===== config.mk =====
export PLATFORM = sky130hd
export DESIGN_NAME = bpg_front
export DESIGN_NICKNAME = d
export VERILOG_FILES = /design/src/hdl/bpg_pkg.sv /design/src/hdl/bpg_front.sv
export SDC_FILE = /design/constraint.sdc
export NUM_CORES = 1
export LEC_CHECK = 0
export BUFFER_PORTS_ARGS = -buffer_cell sky130_fd_sc_hd__clkbuf_2
export CORE_UTILIZATION = 55
export CTS_CLUSTER_DIAMETER = 150
export DETAILED_ROUTE_END_ITERATION = 10
export GPL_TIMING_DRIVEN = 0
export PLACE_DENSITY = 0.88
export SLEW_MARGIN = 20
export SYNTH_ARGS = -nofsm -noshare
export SYNTH_HDL_FRONTEND = slang
export SYNTH_SLANG_ARGS = --single-unit

===== constraint.sdc =====
create_clock -name clk -period 19.3 [get_ports clk]
set_clock_uncertainty 0.15 [all_clocks]
set_input_delay 2.895 -clock clk [delete_from_list [all_inputs] [get_ports clk]]
set_output_delay 2.895 -clock clk [all_outputs]
set_load 0.01 [all_outputs]

===== src/hdl/bpg_pkg.sv =====
// ----------------------------------------------------------------------------
// bpg_pkg: shared types and constants of the bitmap pixel to gray unit
// Holds the word layouts of both queue sides, the register map, the command
// and pixel format codes and the default sizes handed to the top level.
// ----------------------------------------------------------------------------
package bpg_pkg;

	// Defaults for the top level parameters.
	localparam int unsigned PALETTE_DEPTH_DEF = 256;
	localparam int unsigned MAX_WIDTH_DEF     = 4096;

	// Depths of the internal queues.
	localparam int unsigned MID_DEPTH = 4;
	localparam int unsigned OUT_DEPTH = 8;

	// Configuration port geometry.
	localparam int unsigned DATA_W = 32;
	localparam int unsigned ADDR_W = 4;

	// Field widths.
	localparam int unsigned FMT_W   = 2;
	localparam int unsigned WIDTH_W = 13;
	localparam int unsigned XS_W    = 12;
	localparam int unsigned RGB_W   = 24;
	localparam int unsigned IDX_W   = 8;
	localparam int unsigned GRAY_W  = 8;

	typedef enum logic [1:0] {
		REG_PIXEL_FORMAT = 2'd0,
		REG_IMAGE_WIDTH  = 2'd1,
		REG_X_START      = 2'd2,
		REG_COLOR_MODE   = 2'd3
	} reg_idx_t;

	typedef enum logic [1:0] {
		FMT_INDEXED  = 2'd0,
		FMT_RGB555   = 2'd1,
		FMT_RGB888   = 2'd2,
		FMT_RGBA8888 = 2'd3
	} pix_fmt_t;

	typedef enum logic {
		CMD_PIXEL     = 1'b0,
		CMD_PAL_WRITE = 1'b1
	} cmd_t;

	// Input word.
	typedef struct packed {
		logic               cmd;
		logic [31:0]        pixel_data;
		logic [IDX_W-1:0]   palette_index;
		logic [RGB_W-1:0]   palette_rgb;
	} bpg_in_t;

	// Result word.
	typedef struct packed {
		logic [GRAY_W-1:0] gray;
		logic              row_end;
	} bpg_out_t;

	// Configuration write request.
	typedef struct packed {
		logic              en;
		reg_idx_t          idx;
		logic [DATA_W-1:0] data;
	} cfg_wr_t;

	// Configuration register contents.
	typedef struct packed {
		pix_fmt_t           pixel_format;
		logic [WIDTH_W-1:0] image_width;
		logic [XS_W-1:0]    x_start;
		logic               color_mode;
	} cfg_t;

	// Classified item passed from the front to the back.
	typedef struct packed {
		logic             is_wr;    // palette write, no result
		logic             lookup;   // convert through the palette
		logic             halve;    // colour subcolumn
		logic             row_end;
		logic [IDX_W-1:0] idx;      // palette address
		logic [RGB_W-1:0] rgb;      // written colour or direct colour
	} mid_t;

endpackage


===== src/hdl/bpg_front.sv =====
// ----------------------------------------------------------------------------
// bpg_front: configuration registers and item classification
// Holds the registers, the column counter and the modulo-3 panel phase,
// decodes direct colour formats and builds the word for the back end.
// ----------------------------------------------------------------------------
module bpg_front #(
	parameter int unsigned MAX_WIDTH = bpg_pkg::MAX_WIDTH_DEF
) (
	input  logic             clk,
	input  logic             arst_n,
	input  bpg_pkg::cfg_wr_t cfg_wr,
	output bpg_pkg::cfg_t    cfg,
	input  logic             accept,
	input  bpg_pkg::bpg_in_t item,
	output bpg_pkg::mid_t    entry
);

	localparam int unsigned CNT_W = $clog2(MAX_WIDTH);
	localparam int unsigned MW_W  = $clog2(MAX_WIDTH+1);
	localparam int unsigned EW    = (bpg_pkg::WIDTH_W > MW_W) ? bpg_pkg::WIDTH_W : MW_W;
	localparam int unsigned CW    = (EW > CNT_W+1) ? EW : CNT_W+1;

	// Remainder by three: base-4 digits sum to the same residue.
	function automatic logic [1:0] mod3(input logic [31:0] v);
		logic [5:0] s1;
		logic [3:0] s2;
		s1 = '0;
		for (int i = 0; i < 16; i++) begin
			s1 = s1 + 6'(v[2*i +: 2]);
		end
		s2 = 4'(s1[1:0]) + 4'(s1[3:2]) + 4'(s1[5:4]);
		if (s2 >= 4'd9) begin
			s2 = s2 - 4'd9;
		end else if (s2 >= 4'd6) begin
			s2 = s2 - 4'd6;
		end else if (s2 >= 4'd3) begin
			s2 = s2 - 4'd3;
		end
		return s2[1:0];
	endfunction

	bpg_pkg::cfg_t   cfg_q;
	logic [CNT_W-1:0] count_q;
	logic [1:0]       phase_q;
	logic [1:0]       xs_mod3_q;

	logic [CW-1:0]    w_ext;
	logic [CW-1:0]    eff_w;
	logic [CW-1:0]    count_inc;
	logic             last;
	logic [7:0]       b0;
	logic [7:0]       b1;
	logic [7:0]       b2;
	logic [bpg_pkg::XS_W-1:0] xs_new;

	assign cfg = cfg_q;
	assign b0  = item.pixel_data[7:0];
	assign b1  = item.pixel_data[15:8];
	assign b2  = item.pixel_data[23:16];
	assign xs_new = cfg_wr.data[bpg_pkg::XS_W-1:0];

	always_comb begin
		w_ext     = CW'(cfg_q.image_width);
		count_inc = CW'(count_q) + CW'(1);
		if (w_ext == '0) begin
			eff_w = CW'(1);
		end else if (w_ext > CW'(MAX_WIDTH)) begin
			eff_w = CW'(MAX_WIDTH);
		end else begin
			eff_w = w_ext;
		end
		last = (count_inc >= eff_w);
	end

	always_comb begin
		entry.is_wr   = (item.cmd == bpg_pkg::CMD_PAL_WRITE);
		entry.lookup  = (cfg_q.pixel_format == bpg_pkg::FMT_INDEXED);
		entry.halve   = cfg_q.color_mode && (phase_q == 2'd2);
		entry.row_end = last;
		entry.idx     = b0;
		unique case (cfg_q.pixel_format)
			bpg_pkg::FMT_RGB555: begin
				entry.rgb = {b0[6:2], 3'b000, b0[1:0], b1[7:5], 3'b000,
					b1[4:0], 3'b000};
			end
			bpg_pkg::FMT_INDEXED, bpg_pkg::FMT_RGB888, bpg_pkg::FMT_RGBA8888: begin
				entry.rgb = {b0, b1, b2};
			end
			default: begin
				entry.rgb = {b0, b1, b2};
			end
		endcase
		if (item.cmd == bpg_pkg::CMD_PAL_WRITE) begin
			entry.idx = item.palette_index;
			entry.rgb = item.palette_rgb;
		end
	end

	always_ff @(posedge clk or negedge arst_n) begin
		if (!arst_n) begin
			cfg_q.pixel_format <= bpg_pkg::FMT_INDEXED;
			cfg_q.image_width  <= bpg_pkg::WIDTH_W'(1);
			cfg_q.x_start      <= '0;
			cfg_q.color_mode   <= 1'b0;
			count_q            <= '0;
			phase_q            <= 2'd0;
			xs_mod3_q          <= 2'd0;
		end else begin
			if (cfg_wr.en) begin
				unique case (cfg_wr.idx)
					bpg_pkg::REG_PIXEL_FORMAT: begin
						cfg_q.pixel_format <= bpg_pkg::pix_fmt_t'(cfg_wr.data[1:0]);
					end
					bpg_pkg::REG_IMAGE_WIDTH: begin
						cfg_q.image_width <= cfg_wr.data[bpg_pkg::WIDTH_W-1:0];
					end
					bpg_pkg::REG_X_START: begin
						cfg_q.x_start <= xs_new;
						xs_mod3_q     <= mod3(32'(xs_new));
						phase_q       <= mod3(32'(xs_new) + 32'(count_q));
					end
					bpg_pkg::REG_COLOR_MODE: begin
						cfg_q.color_mode <= cfg_wr.data[0];
					end
					default: begin
					end
				endcase
			end else if (accept && item.cmd == bpg_pkg::CMD_PIXEL) begin
				if (last) begin
					count_q <= '0;
					phase_q <= xs_mod3_q;
				end else begin
					count_q <= count_inc[CNT_W-1:0];
					phase_q <= (phase_q >= 2'd2) ? 2'd0 : phase_q + 2'd1;
				end
			end
		end
	end

endmodule


# Word level (Yosys, flattened, before mapping)

Cells that the tools add are included.

Equality and inequality tests: 8
Reductions and logical operators: 13
Add/subtract/negate cells: 33
Multiply operators: 0
Shift-type cells: 0
Divide/modulo/power cells: 0
Magnitude comparators: 9
Multiplexer cells: 16
Bitwise logic cells: 2

Operator list:

| operator              | number |
|---|---|
| $add 6x1->6 const B   | 9 |
| $pmux 24 s2           | 1 |
| $mux 32               | 1 |
| $mux 13               | 2 |
| $mux 2                | 11 |
| $add 3x2->4           | 4 |
| $add 12x1->13 const B | 1 |
| $add 12x12->13        | 1 |
| $ge 13x13->1          | 1 |
| $gt 13x13->1 const B  | 1 |
| $logic_not 13->1      | 1 |
| $add 2x2->3           | 4 |
| $add 5x2->6           | 2 |
| $add 6x2->6           | 2 |
| $mux 12               | 1 |
| $reduce_and 2->1      | 6 |
| $add 4x2->5           | 2 |
| $eq 2x2->1 const B    | 5 |
| $ge 4x2->1 const B    | 2 |
| $ge 4x3->1 const B    | 2 |
| $ge 4x4->1 const B    | 2 |
| $sub 2x2->2 const B   | 4 |
| $add 6x1->6           | 1 |
| $eq 2x1->1 const B    | 2 |
| other kinds (9)       | 13 |

Memories kept: 0
Memory bits (read-only): 0
Register bits after elaboration: 44
Bits in latches: 0
Memory bits (writable): 0
Input bits: 103
Logic and storage cells: 88
Output and inout bits: 64

# Logic depth before layout (Yosys ltp)

Depth after elaboration: 24
Mapped depth: 25
Gate-level depth less buffers: 25

# Least setup slack after synthesis

Ideal clock, no wire load.

Path type: input-to-reg
From: input cfg_wr[0] (netlist name)
To: register phase_q[0]
Slack: 10.578 ns
Stages: 25
Required time: 19.024 ns
Arrival: 8.445 ns
Cells stage by stage: ha_1 > inv_1 > fa_1 > nor2b_4 > o31a_1 > o21ai_0 > nand2b_1 > xnor2_1 > fa_1 > fa_1 > fa_1 > fa_1 > inv_1 > fa_1 > a21o_1 > nand2_1 > fa_1 > inv_1 > fa_1 > ha_1 > nor2b_1 > a211o_1 > o21ai_0 > o31ai_1 > a311o_1

Word-level cells in the longest chain between the ends: 24
Elaborated cells on any way between the ends: 29
Classes of those cells: add/sub: 21; order compare: 3; mux: 5

RTL lines:

| element                                   | line                             | RTL |
|---|---|---|
| start: declaration                        | bpg_front.sv:11                  | `input bpg_pkg::cfg_wr_t cfg_wr,` |
| $add 12x12->13 (*)                        | bpg_front.sv:120                 | `phase_q <= mod3(32'(xs_new) + 32'(count_q));` |
| $add 2x2->3                               | bpg_front.sv:29                  | `s1 = s1 + 6'(v[2*i +: 2]);` |
| $add 3x2->4                               | bpg_front.sv:29                  |  |
| $add 4x2->5                               | bpg_front.sv:29                  |  |
| $add 5x2->6                               | bpg_front.sv:29                  |  |
| $add 6x2->6                               | bpg_front.sv:29                  |  |
| $add 6x1->6 (*) (10 in series)            | bpg_front.sv:29                  |  |
| $add 2x2->3                               | bpg_front.sv:31                  | `s2 = 4'(s1[1:0]) + 4'(s1[3:2]) + 4'(s1[5:4]);` |
| $add 3x2->4 (*)                           | bpg_front.sv:31                  |  |
| $ge 4x2->1 or $sub 2x2->2 (tied branches) | bpg_front.sv:36, bpg_front.sv:37 |  |
| $mux 2                                    | bpg_front.sv:36                  | `end else if (s2 >= 4'd3) begin` |
| $mux 2                                    | bpg_front.sv:34                  | `end else if (s2 >= 4'd6) begin` |
| $mux 2 (*)                                | bpg_front.sv:32                  | `if (s2 >= 4'd9) begin` |
| $mux 2 (*)                                | bpg_front.sv:110                 | `unique case (cfg_wr.idx)` |
| $mux 2 (*)                                | bpg_front.sv:109                 | `if (cfg_wr.en) begin` |
| end signal: assignment                    | bpg_front.sv:120                 |  |
| end signal: assignment                    | bpg_front.sv:131                 | `phase_q <= xs_mod3_q;` |
| end signal: assignment                    | bpg_front.sv:134                 | `phase_q <= (phase_q >= 2'd2) ? 2'd0 : phase_q + 2'd1;` |
| end: declaration                          | bpg_front.sv:44                  | `logic [1:0] phase_q;` |

Mark *: on every way between the ends. The rest lies on a longest branch, timed or not. The select of a mux whose other input is x is not followed.
A chain may end at the register's enable or synchronous reset.

# Worst setup path after layout

Ends and elaborated chain as after synthesis.

==> run_results.csv <==
group,metric,value,unit
routing,antenna_left,0,
sta,tightest_slew,0.5587,ns
sta,timing.fmax,0.1102,GHz
sta,timing.final.crit_share,0.4700,
layout,synthToLayoutAreaGrowth,20.92,%
worst_setup_path,start_kind,"input pin",
layout,multiInputGateArea,3058,um^2
layout,num-nets-final,802,
global_routing,grt_usage,0.2873,
worst_setup_path,cp.buffers_inverters,4,
clock_network,clock_sink_count,44,
clock_network,numCtsBuffers,5,
floorplan,ios,167,
worst_setup_path,cpPeakStageDelay,0.55,ns
routing,drt_iter0_drc,227,
worst_setup_path,reg2reg_to,"phase_q[0]$_DFFE_PN0P_",
clock_network,ctsHoldBuffers,0,
yosys,synth_cell_type_count,54,
routing,drc,0,
min_path,hold_start,"cfg[11]$_DFFE_PN0P_",
sta,layout_setup_ws,10.23,ns
floorplan,die_width,91.27,um
placement,portBuffers,138,
worst_setup_path,reg2reg_from,"count_q[0]$_DFFE_PN0P_",
routing,vias_per_cell,5.731,
yosys,synth_flop_cell,"dfrtp_1",
floorplan,rows,32,
min_path,min_path_type,"reg -> reg",
yosys,ys_ff_latch,44,
worst_setup_path,worst-setup-path-type,"in -> reg",
clock_network,clock_latency,0.30,ns
placement,place.gp.congestion,0.8530,
clock_network,ctsHtreeMaxLevel,2,
worst_setup_path,r2r_slack,12.51,ns
clock_network,path_clk_slew,0.08,ns
placement,dpl_cell_area,5201,um^2
clock_network,post-cts-setup-buffers,0,
min_path,min_to,"cfg[11]$_DFFE_PN0P_",
layout,drive_gt1_frac,0.3102,
global_routing,grt_pass1_vias,4290,
yosys,synth_edf_count,0,
sta,finalSetupViolCount,0,
worst_setup_path,crit_start,"cfg_wr[0]",
yosys,synthCells,489,
layout,diodes,0,
global_routing,gr-total-overflow,0,
sta,relSlewSlack,0.6275,
worst_setup_path,rr_worst_depth,25,
routing,routed_wl,11780,um
yosys,ys_warn_count,0,
layout,finalInstanceArea,5300,um^2
sta,rsz0062_at_grt,"no",
yosys,synthesis.area,4383,um^2
routing,dr.pass1.iters,5,
sta,hold_violations,0,
clock_network,post_cts_resize_count,0,
worst_setup_path,crit_fanout,8,
floorplan,die_h,91.27,um
worst_setup_path,arrival,9.10,ns
sta,fin_crit,9.071,ns
min_path,worstHoldPathCells,2,
worst_setup_path,cp_slowest_cell,"fa_1",
worst_setup_path,critPathTopFamily,"adder cells",
worst_setup_path,critPathMostFrequentCell,"fa_1",
placement,hpwl,9694,um
outcome,status,"complete, no violations",
layout,seqCellArea,1102,um^2
worst_setup_path,required,19.33,ns
run,maxCapViolations,0,
layout,fillers,605,
global_routing,antenna_found_initial,0,
clock_network,tritoncts,"yes",
sta,slew_violations,0,
floorplan,dieArea,8330,um^2
routing,wire_per_inst,15.98,um
placement,pre_cts_slack,9.946,ns
clock_network,clockRootBuffer,"clkbuf_8",
clock_network,ctsLongestPathBuffers,2,
yosys,synthArstFlopShare,1.000,
floorplan,core-area,7727,um^2
floorplan,start_util,0.5672,
yosys,syn_area_per_cell,8.963,um^2
yosys,synth_nets,657,
global_routing,grt_pass1_wl,19270,um
sta,final.setup.tns,0,ns
yosys,yosysSeqAreaShare,0.2515,
routing,vias,4224,
global_routing,grt_start_max_net_pins,45,
worst_setup_path,end_kind,"flop",
-- metrics by stage --
step	utilization	instances	hold WS, ns
final	0.6859	737	0.3533
after global routing	0.6859	737	0.3779
after CTS	0.6856	737	0.3574
after detailed placement	0.6731	729	0.3381
after global placement	0.6731	729	0.3303
after floorplan	-	489	0.2995
-- worst min-delay path, delay by kind of cell, from the launching register on --
kind	cells	cell delay [ns]
AOI/OAI and AO/OA	1	0.07
DFF	1	0.36
and+or+nand+nor	1	0.05
-- registers in the layout, summed over array words and instances (netlist names) --
register   cells
cfg           15
w_ext         13
xs_mod3_q      2
phase_q        2
count_q       12
-- worst max path at each step --
stage | endpoint | depth (start not counted)
global placement | phase_q[0]$_DFFE_PN0P_ | 26
finish | phase_q[0]$_DFFE_PN0P_ | 26
floorplan | phase_q[0]$_DFFE_PN0P_ | 25
detailed placement | phase_q[0]$_DFFE_PN0P_ | 26
CTS | phase_q[0]$_DFFE_PN0P_ | 26
global route | phase_q[0]$_DFFE_PN0P_ | 26
-- final cells by class --
type                    instances  area share
clock inverters                 2    0.002597
multi-input cells             391      0.5770
flip-flops and latches         44      0.2080
well taps                     102     0.02408
repair buffers                138      0.1308
clock buffers                   6     0.01558
inverters                      32     0.02266
plain buffers                  22     0.01936
-- cell usage in the layout (no fill, tap or decap), drive strengths merged, types with 4 or more instances in the layout --
cell type,count
nor3,4
buf,12
and3,5
nand2b,4
nand2,83
nand4,6
a21oi,17
fa,20
inv,33
nor4,4
a31oi,4
nor2,14
o21ai,57
xnor2,19
mux2,28
and2,4
ha,45
clkbuf,154
nand3,10
dfrtp,43
mux2i,18
a21o,7
-- cells by family after synthesis --
| group | Yosys count | synth area share |
|---|---|---|
| muxes | 46 | 0.1130 |
| and+or+nand+nor | 147 | 0.1590 |
| adders and majority gates | 65 | 0.2198 |
| AOI/OAI and AO/OA | 111 | 0.1619 |
| buffers and inverters | 54 | 0.05081 |
| DFF | 44 | 0.2515 |
| xor gates and xnor gates | 22 | 0.04396 |
-- per-layer routing --
metal | up-vias | track usage | wire length (um)
li1 | 2003 | - | -
met1 | 2031 | 0.3549 | 4787
met2 | 172 | 0.5221 | 6071
met3 | 18 | 0.04606 | 762
met4 | 0 | 0.07011 | 155
met5 | - | 0 | 0
-- synth_stat cells (3+ instances only) --
| library cell | count | area (um^2) |
|---|---|---|
| o21ai_1 | 3 | 15.01 |
| o21ai_0 | 54 | 270.3 |
| a31oi_1 | 4 | 25.02 |
| nor4_1 | 4 | 25.02 |
| fa_1 | 20 | 400.4 |
| xor2_1 | 3 | 26.28 |
| nand2b_1 | 4 | 25.02 |
| clkbuf_1 | 10 | 37.54 |
| nor2_1 | 14 | 52.55 |
| inv_1 | 32 | 120.1 |
| and4_1 | 3 | 26.28 |
| mux2i_1 | 18 | 180.2 |
| buf_2 | 9 | 45.04 |
| and3_1 | 5 | 31.28 |
| nor3b_1 | 3 | 22.52 |
| dfrtp_1 | 43 | 1076 |
| nor3_1 | 4 | 20.02 |
| xnor2_1 | 19 | 166.4 |
| a21oi_1 | 16 | 80.08 |
| nand3_1 | 10 | 50.05 |
| mux2_2 | 28 | 315.3 |
| nand4_1 | 6 | 37.54 |
| ha_1 | 45 | 563.0 |
| and2_1 | 3 | 18.77 |
| a21o_1 | 7 | 52.55 |
| a41o_2 | 3 | 33.78 |
| nand2_1 | 82 | 307.8 |
Power is left out: the tool's default activity adds up to more than one toggle a clock period on the data nets, which glitch-free logic cannot reach.
