## config.mk

```make
export PLATFORM = sky130hd
export DESIGN_NAME = bpg_queue
export DESIGN_NICKNAME = d
export VERILOG_FILES = /design/src/hdl/bpg_queue.sv
export SDC_FILE = /design/constraint.sdc
export NUM_CORES = 1
export LEC_CHECK = 0
export ABC_AREA = 1
export BUFFER_PORTS_ARGS = -buffer_cell sky130_fd_sc_hd__buf_4
export CAP_MARGIN = 10
export CORE_UTILIZATION = 50
export DETAILED_ROUTE_END_ITERATION = 6
export PLACE_DENSITY = 0.76
export SYNTH_ARGS = -nofsm -noshare
export SYNTH_HDL_FRONTEND = slang
export SYNTH_SLANG_ARGS = --single-unit
```

## constraint.sdc

```tcl
create_clock -name clk -period 1.55 [get_ports clk]
set_input_delay 0.2325 -clock clk [delete_from_list [all_inputs] [get_ports clk]]
set_output_delay 0.2325 -clock clk [all_outputs]
set_load 0.05 [all_outputs]
```

## src/hdl/bpg_queue.sv

```systemverilog
// ----------------------------------------------------------------------------
// bpg_queue: small first-in first-out queue
// Register array with read and write pointers and a fill count; the head
// word is shown combinationally while the queue is not empty.
// ----------------------------------------------------------------------------
module bpg_queue #(
	parameter int unsigned WIDTH = 8,
	parameter int unsigned DEPTH = 4
) (
	input  logic                       clk,
	input  logic                       arst_n,
	input  logic                       wr_en,
	input  logic [WIDTH-1:0]           wr_data,
	input  logic                       rd_en,
	output logic [WIDTH-1:0]           rd_data,
	output logic                       full,
	output logic                       empty,
	output logic [$clog2(DEPTH+1)-1:0] count
);

	localparam int unsigned AW = (DEPTH > 1) ? $clog2(DEPTH) : 1;
	localparam int unsigned CW = $clog2(DEPTH+1);

	logic [WIDTH-1:0] mem_q [DEPTH];
	logic [AW-1:0]    wr_ptr_q;
	logic [AW-1:0]    rd_ptr_q;
	logic [CW-1:0]    count_q;
	logic             do_wr;
	logic             do_rd;

	assign full    = (count_q == CW'(DEPTH));
	assign empty   = (count_q == '0);
	assign count   = count_q;
	assign rd_data = mem_q[rd_ptr_q];
	assign do_wr   = wr_en && !full;
	assign do_rd   = rd_en && !empty;

	always_ff @(posedge clk) begin
		if (do_wr) begin
			mem_q[wr_ptr_q] <= wr_data;
		end
	end

	always_ff @(posedge clk or negedge arst_n) begin
		if (!arst_n) begin
			wr_ptr_q <= '0;
			rd_ptr_q <= '0;
			count_q  <= '0;
		end else begin
			if (do_wr) begin
				wr_ptr_q <= (wr_ptr_q == AW'(DEPTH-1)) ? '0 : wr_ptr_q + 1'b1;
			end
			if (do_rd) begin
				rd_ptr_q <= (rd_ptr_q == AW'(DEPTH-1)) ? '0 : rd_ptr_q + 1'b1;
			end
			if (do_wr && !do_rd) begin
				count_q <= count_q + 1'b1;
			end else if (do_rd && !do_wr) begin
				count_q <= count_q - 1'b1;
			end
		end
	end

endmodule

```

# ---- Word-level counts from Yosys, hierarchy flattened
# Memories as Yosys holds them, arrays and structs flattened.
# Index checks and enable logic that the tools add are counted.
dict set report word_totals {
  register_bits 7
  mem_bits_rw 32
  in_bits 12
  out_inout_bits 13
  wordCells 27
  memories 1
}
# name words width read_ports rd_clocked_by_memory_dff wr line
set memory_table {}
lappend memory_table {mem_q 4 8 1 0 1 24} ;# logic [WIDTH-1:0] mem_q [DEPTH];
dict set report classes {
  add_sub_neg 4
  n_eq_ne 3
  mux 6
  reduce_logical 10
}
# operator count
set op_table {}
lappend op_table {{3-bit 2-to-1 mux} 2}
lappend op_table {{2-bit by 1-bit adder with 2-bit output (second input constant)} 2}
lappend op_table {{2-bit == test (second input constant)} 2}
lappend op_table {{1-bit logical AND} 4}
lappend op_table {{1-bit logical NOT} 4}
lappend op_table {{2-bit 2-to-1 mux} 2}
lappend op_table {{3-bit by 1-bit adder with 3-bit output (second input constant)} 1}
lappend op_table {{3-bit == test (second input constant)} 1}
lappend op_table {{3-bit logical NOT} 1}
lappend op_table {{3-bit by 1-bit subtractor with 3-bit output (second input constant)} 1}
lappend op_table {{1-bit 2-to-1 mux} 2}
lappend op_table {{2-bit nonzero test} 1}

# ---- Longest topological paths before layout
# Gate-level depths: netlist (run 1).
dict set report depth {
  word_depth 7
  depth_mapped 12
  mapped_depth_nobuf 12
}

# ---- Worst setup path after synthesis (run 1)
# Ideal clock, no wire load.
dict set report synth_timing {
  path_type {flip-flop to flip-flop}
  startpoint {register count_q[1] (netlist: count[1])}
  endpoint {register count_q[2] (netlist: count[2])}
  setup_ns 0.120
  arrival_time_ns 1.913
  t_required_ns 1.430
  path_slack_ns -0.483
  path_stages_with_launch 12
  path_buffers 0
  cell_sequence {dfrtp_1 inv_1 nand3_1 nand2_2 inv_1 ha_1 inv_1 fa_1 nand2_1 nand3_1 nand2_1 nand2_1}
}
dict set report synth_via {
  elab_chain_cells 6
  word_cells_on_any_way 15
}
# element line
set synth_lines {}
lappend synth_lines {{start, declared} 27} ;# logic [CW-1:0] count_q;
lappend synth_lines {{start signal, assigned} 57} ;# count_q <= count_q + 1'b1;
lappend synth_lines {{start signal, assigned} 59} ;# count_q <= count_q - 1'b1;
lappend synth_lines {{3-bit == test (*)} 31} ;# assign full = (count_q == CW'(DEPTH));
lappend synth_lines {{1-bit logical NOT (*)} 35} ;# assign do_wr = wr_en && !full;
lappend synth_lines {{1-bit logical AND (*)} 35}
lappend synth_lines {{net do_wr} 28} ;# logic do_wr;
lappend synth_lines {{1-bit logical NOT} 58} ;# end else if (do_rd && !do_wr) begin
lappend synth_lines {{1-bit logical AND} 58}
lappend synth_lines {{2-bit nonzero test (no line)} -}
# Mark *: on every way through the listed nets, which the timed path passes. The rest lies on a longest branch. The select of a mux whose other input is x is not followed.
# A chain may end at the register's enable or synchronous reset.

# ---- Final worst setup path (run 1)
dict set report layout_timing {
  startpoint {register count_q[1] (netlist: count[1])}
  endpoint {register count_q[1] (netlist: count[1])}
}
dict set report layout_via {
  elab_chain_cells 6
  word_cells_on_any_way 15
}
# element
set layout_lines {}
lappend layout_lines {{parallel branches: the longest is 6 deep, another holds 3-bit by 1-bit subtractor with 3-bit output}}
# Parallel ways; which one is timed is not known. The select of a mux whose other input is x is not followed.

==> results of run 1 <==
==> Yosys cell counts, drive strengths merged <==
| master | n | area, um^2 |
|---|---|---|
| inv | 32 | 120 |
| edfxtp | 32 | 961 |
| xnor2 | 1 | 8.76 |
| ha | 6 | 75.1 |
| o21ai | 1 | 5.00 |
| buf | 5 | 56.3 |
| nand2 | 39 | 149 |
| dfrtp | 7 | 175 |
| fa | 1 | 20.0 |
| nand4 | 1 | 6.26 |
| nand3 | 7 | 35.0 |
| o211ai | 16 | 125 |
| nor2 | 6 | 22.5 |
==> cell type report <==
type	instances	share of cell area, %
Multi-Input combinational cell	78	21.9
Sequential cell	39	49.7
Clock inverter	3	1.91
Timing Repair Buffer	42	16.7
Tap cell	46	2.51
Clock buffer	5	1.64
Inverter	32	5.67
==> power breakdown <==
group | leakage (nW) | switching [mW] | total [mW] | internal [mW]
Combinational | 0.590 | 1.84 | 2.93 | 1.09
Sequential | 0.375 | 0.127 | 1.54 | 1.41
Clock | 0.0452 | 0.326 | 0.666 | 0.339
Total | 1.01 | 2.29 | 5.13 | 2.84
==> how the worst max path moves through the flow <==
stage | to | slack, ns | cells past startpoint
4_1_cts | rd_data[4] | -0.1 | 4
3_5_place_dp | count[1]$_DFFE_PN0P_ | -0.08 | 8
6_report | count[1]$_DFFE_PN0P_ | -0.13 | 8
2_1_floorplan | count[1]$_DFFE_PN0P_ | -0.18 | 9
3_3_place_gp | count[1]$_DFFE_PN0P_ | 0.02 | 9
5_1_grt | count[2]$_DFFE_PN0P_ | -0.22 | 11
==> worst max-delay path, delay by kind of cell (launching register included) <==
family / cells / cell delay, ns
AO/OA/AOI/OAI: 1 / 0.12
buffers and inverters: 2 / 0.13
adder cells (fa/ha/maj): 2 / 0.66
AND/OR/NAND/NOR: 3 / 0.25
flip-flops: 1 / 0.45
==> cells by family after synthesis <==
logic type      Yosys count
simple gates             53
flops                    39
buf+inv                  37
compound gates           17
fa+ha+maj                 7
xor+xnor                  1
==> routing by layer <==
metal,GRT usage (%),vias up
li1,-,597
met1,21.7,567
met2,33.5,29
met3,7.14,13
met4,6.82,0
met5,0,-
==> per-stage QoR <==
step | setup TNS [ns] | instance area [um^2] | cells | hold slack (ns) | setup slack [ns]
after detailed placement | -0.153 | 2070 | 231 | 0.0517 | -0.0798
final | -0.699 | 2290 | 245 | 0.0671 | -0.134
after global placement | 0 | 2070 | 231 | 0.0502 | 0.0152
after floorplan | -0.793 | 1800 | 154 | -0.0631 | -0.180
after CTS | -0.631 | 2250 | 243 | 0.0685 | -0.0976
after global routing | -1.58 | 2290 | 245 | 0.0392 | -0.225
==> repair_timing <==
| item | CTS | global route |
|---|---|---|
| endpoints found under the setup margin | 12 | 12 |
| hold endpoints to repair | 7 | 0 |
| pin swaps | 4 | 5 |
| resized for setup | 20 | 9 |
| buffers inserted | 3 | 3 |
| hold buffers | 1 | 0 |
==> registers in the layout, summed over array words and instances (netlist names) <==
name,cells
count,3
rd_ptr_q,2
mem_q,32
wr_ptr_q,2
==> out/results.md, run 1 <==
- **Setup WS post-layout** -0.134 ns
- **Core Region** 3360 um^2
- **CTS clk-pin slew, worst paths** 0.12 ns
- **Worst-Margin Slew** 0.208 ns
- **Total Power Consumption** 5.13 mW
- **count of endpoints failing setup in the final report** 10
- **wire length of the first global-routing pass** 4890 um
- **Synth Cell Area** 1760 um^2
- **remaining design rule violation count** 0
- **Die Wd** 61.3 um
- **most common cell type on the critical path** sky130_fd_sc_hd__inv_4
- **clock network latency to the later pin of the worst-skew pair** 0.35 ns
- **TritonCTS Buffers** 5
- **Max Buffers Root-to-Sink** 2
- **most common cell after layout, fill and taps aside** sky130_fd_sc_hd__nand2_1
- **CTS Root Cell** sky130_fd_sc_hd__clkbuf_4
- **via count** 1206
- **highest signal layer in the routed design** met4
- **number of vias per cell after detailed routing** 4.92
- **Placement Rows** 21
- **number of nets still failing antenna checks after routing** 0
- **via count of the first global-routing pass** 1102
- **CTS sink count** 39
- **type of the tightest min-delay check** in2reg
- **Worst path slowest cell** sky130_fd_sc_hd__fa_2
- **cell chain of the critical path** inv_4, nand3_4, nand2_4, ha_4, inv_4, fa_2, nand2_1, o21ai_1
- **clock skew after layout** 0.0133 ns
- **count of state elements after synthesis** 39
- **Worst Setup SP** count[1]$_DFFE_PN0P_
- **Critical Path Source Type** flop
- **Remaining Overflow, GRT** 0
- **arrival time of data at the critical path endpoint** 1.94 ns
- **initial antenna violation count** 0
- **combinational family with the most area after synthesis** simple AND/OR/NAND/NOR gates
- **Fillers** 263
- **Register-to-Register Path Depth** 8
- **count of routing violations after the opening detailed-route iteration** 52
- **tightest slew margin relative to the limit** 86.1%
- **Syn. warnings** 0
- **Critical R2R Launch** count[1]$_DFFE_PN0P_
- **number of nets in the layout** 217
- **Worst R2R End** count[1]$_DFFE_PN0P_
- **I/O Pins** 25
- **area used by sequential logic in the layout** 1140 um^2
- **share of the synthesized netlist area taken by xor and xnor gates** 0.498%
- **H-Tree Depth** 2
- **mux contribution to synthesized area** 0%
- **area added between synthesis and finish** 30.4%
- **post-detailed-routing wire length** 3320 um
- **multi-input combinational cell area** 502 um^2
- **global routing usage summed across all routing layers** 19.2%
- **Post-Syn Nets** 173
- **leak pwr** 1.01 nW
- **kind of capture point of the worst setup path** flop
- **adder and majority gate portion of the synthesized area** 5.41%
- **mean post-synth cell area** 11.4 um^2
- **synthesized netlist cell count** 154
- **synth unique cells** 16
- **total half-perimeter wirelength after legalization and detailed placement** 2160 um
- **TritonCTS clock tree** built
- **leading cell types in the layout, fill and taps excluded** sky130_fd_sc_hd__nand2_1 (36), sky130_fd_sc_hd__edfxtp_1 (32), sky130_fd_sc_hd__buf_4 (28)
- **sequential-to-total area share from yosys stat** 64.6%
- **fraction of layout cells with a size suffix above 1** 34.2%
- **worst reg-to-reg setup slack** -0.13 ns
- **effective utilization at floorplan** 52.3%
- **worst voltage drop across the vdd grid** 1.27 mV
- **Achievable Freq** 594 MHz
- **n_diodes** 0
- **met1 wire length** 1260 um
- **synthesized-area fraction occupied by ao, oa, aoi and oai cells** 7.40%
- **crit-path max FO** 3
- **overall die area** 3760 um^2
- **Slew Viols, Final** 0
- **status** finished with violations
- **RePlAce Congestion** 0.722
- **crit path time final** 1.68 ns
- **worst endpoint required time** 1.81 ns
- **Pre-Repair DR Iteration Count** 4
- **Final Hold Viols** 0
- **largest net degree at the start of global routing** 36
- **Max Cap Violations** 0
- **CP peak stage delay** 0.51 ns
- **worst setup path category** reg2reg
- **power density over the cells** 2240 nW/um^2
- **Met2 Routed Length** 1820 um
- **routed length per instance** 13.6 um
- **worst hold path endpoint** mem_q[3][6]$_DFFE_PP_
- **fin util** 68.2%
- **IO buf count** 24
- **crit share post-route** 109%
- **Worst Min Path Start** wr_data[6]
- **Die H** 61.3 um
- **Met3 Routed Length** 135 um
- **failing checks** negative setup slack
- **Cells on Worst Hold Path** 1
- **RSZ-0062 raised after global routing** true
- **simple-gate area share of the yosys netlist** 12.1%
Power figures use the tool's default switching activity.
==> run 2: changes to the inputs <==
--- a/config.mk
+++ b/config.mk
@@ -8,6 +8,7 @@
 export ABC_AREA = 1
 export BUFFER_PORTS_ARGS = -buffer_cell sky130_fd_sc_hd__buf_4
 export CAP_MARGIN = 10
+export CORE_ASPECT_RATIO = 2
 export CORE_UTILIZATION = 50
 export DETAILED_ROUTE_END_ITERATION = 6
 export PLACE_DENSITY = 0.76
==> run 2 against run 1 <==
Net effect: the flow still finishes with violations (negative setup slack); total power grew 1.1%; clock skew decreased by 0.010 ns; non-clock buffer count is 2 higher; utilization down 0.15 points; die area rose by 0.38%; count of clock-buffer cells in the layout is 3 higher; largest cell class unchanged; largest power group unchanged; highest routed layer unchanged.
==> out/results.md, run 2 (synthesis results as in run 1) <==
- **Setup WS post-layout** -0.0588 ns
- **wire length of the first global-routing pass** 5350 um
- **worst hold path endpoint** mem_q[3][2]$_DFFE_PP_
- **Total Power Consumption** 5.19 mW
- **crit-path max FO** 4
- **worst reg-to-reg setup slack** -0.06 ns
- **clock network latency to the later pin of the worst-skew pair** 0.28 ns
- **TritonCTS Buffers** 5
- **crit path time final** 1.61 ns
- **IO buf count** 24
- **tightest slew margin relative to the limit** 87.2%
- **Critical R2R Launch** count[2]$_DFFE_PN0P_
- **post-detailed-routing wire length** 3460 um
- **area after detailed placement** 2070 um^2
- **area added between synthesis and finish** 30.7%
- **fraction of layout cells with a size suffix above 1** 34.8%
- **I/O Pins** 25
- **clock skew after layout** 0.00295 ns
- **Post-Place Setup Slack** -0.0815 ns
- **cell chain of the critical path** inv_2, nand3_2, nand2_2, ha_4, inv_2, fa_2, inv_1, nand2_1, nand4_1, nand2_1
- **Worst R2R End** count[2]$_DFFE_PN0P_
- **largest net degree at the start of global routing** 33
- **worst setup path category** reg2reg
- **effective utilization at floorplan** 52.1%
- **number of nets in the layout** 219
- **via count of the first global-routing pass** 1240
- **TritonCTS clock tree** built
- **most common cell after layout, fill and taps aside** sky130_fd_sc_hd__nand2_1
- **RePlAce Congestion** 0.684
- **Cells on Worst Hold Path** 1
- **n_diodes** 0
- **max reg flops** 32
- **failing checks** negative setup slack
- **Placement Rows** 30
- **Final Hold Viols** 0
- **leading cell types in the layout, fill and taps excluded** sky130_fd_sc_hd__nand2_1 (34), sky130_fd_sc_hd__edfxtp_1 (32), sky130_fd_sc_hd__buf_4 (31)
- **arrival time of data at the critical path endpoint** 1.79 ns
- **accumulated negative setup slack** -0.290 ns
- **number of vias per cell after detailed routing** 5.31
- **worst voltage drop across the vdd grid** 1.49 mV
- **Worst Min Path Start** wr_data[2]
- **CTS clk-pin slew, worst paths** 0.07 ns
- **status** finished with violations
- **count of routing violations after the opening detailed-route iteration** 42
- **final instance area** 2300 um^2
- **RSZ-0062 raised after global routing** true
- **crit share post-route** 104%
- **Achievable Freq** 622 MHz
- **leak pwr** 1.03 nW
- **Pre-Repair DR Iteration Count** 6
- **routed length per instance** 14.9 um
- **Slew Viols, Final** 0
- **Register-to-Register Path Depth** 10
- **H-Tree Depth** 2
- **global routing usage summed across all routing layers** 20.2%
- **CTS sink count** 39
- **Critical Path Source Type** flop
- **Worst path slowest cell** sky130_fd_sc_hd__dfrtp_2
- **type of the tightest min-delay check** in2reg
- **Max Cap Violations** 0
- **total half-perimeter wirelength after legalization and detailed placement** 2340 um
- **remaining design rule violation count** 0
- **number of nets still failing antenna checks after routing** 0
- **worst endpoint required time** 1.73 ns
- **kind of capture point of the worst setup path** flop
- **count of endpoints failing setup in the final report** 9
- **CTS Root Cell** sky130_fd_sc_hd__clkbuf_8
- **Remaining Overflow, GRT** 0
- **Core Region** 3380 um^2
- **overall die area** 3770 um^2
- **Max Buffers Root-to-Sink** 2
- **initial antenna violation count** 0
- **CP peak stage delay** 0.45 ns
- **Largest Register** mem_q
- **power density over the cells** 2260 nW/um^2
- **via count** 1238
- **Die Wd** 43.9 um
- **Die H** 85.9 um
- **Worst-Margin Slew** 0.191 ns
==> run 2: report_power, final <==
part / total, mW / switching, mW / internal, mW
Sequential: 1.57 / 0.151 / 1.42
Combinational: 2.88 / 1.77 / 1.11
Clock: 0.739 / 0.334 / 0.406
==> run 2: worst max path at each step <==
stage / from / end / slack [ns] / cells past startpoint
4_1_cts: count[2]$_DFFE_PN0P_ / count[2]$_DFFE_PN0P_ / -0.04 / 11
2_1_floorplan: count[1]$_DFFE_PN0P_ / count[1]$_DFFE_PN0P_ / -0.18 / 9
3_3_place_gp: count[2]$_DFFE_PN0P_ / count[2]$_DFFE_PN0P_ / 0.01 / 10
6_report: count[2]$_DFFE_PN0P_ / count[2]$_DFFE_PN0P_ / -0.06 / 10
5_1_grt: count[2]$_DFFE_PN0P_ / count[2]$_DFFE_PN0P_ / -0.16 / 10
3_5_place_dp: count[2]$_DFFE_PN0P_ / count[2]$_DFFE_PN0P_ / -0.08 / 10
==> run 2: routing by layer <==
metal	up-vias	global-route usage, %	share of wire (%)
met1	597	20.2	34
met3	7	3.16	3.2
li1	599	-	-
met5	-	0	0
met2	35	37.6	61
met4	0	10.7	2.5
==> run 2: metrics by stage <==
stage / instances / utilization, % / hold slack (ns)
floorplan: 154 / - / -0.0631
global placement: 217 / 61.3 / 0.0540
detailed placement: 217 / 61.3 / 0.0551
CTS: 231 / 66.7 / 0.139
global route: 233 / 68.0 / 0.134
finish: 233 / 68.0 / 0.144
==> run 2: layout make-up <==
class / instances / area [um^2]
flip-flops and latches: 39 / 1140
fillers: 247 / 1080
multi-input cells: 78 / 494
repair buffers: 44 / 400
inverters: 32 / 123
clock buffers: 8 / 100
well taps: 32 / 40.0
==> run 2: worst max-delay path, delay by kind of cell, from the launching register on <==
| family | cells | cell delay (ns) |
|---|---|---|
| AND/OR/NAND/NOR | 5 | 0.40 |
| adder cells (fa/ha/maj) | 2 | 0.47 |
| flip-flops | 1 | 0.45 |
| buffers and inverters | 3 | 0.18 |
==> run 2: timing repair <==
action	in CTS	in global routing
cloned	0	2
hold buffers	1	0
setup endpoints to repair	10	11
resized for setup	12	4
hold endpoints to repair	7	0
pin swaps	8	15
buffers inserted	5	0
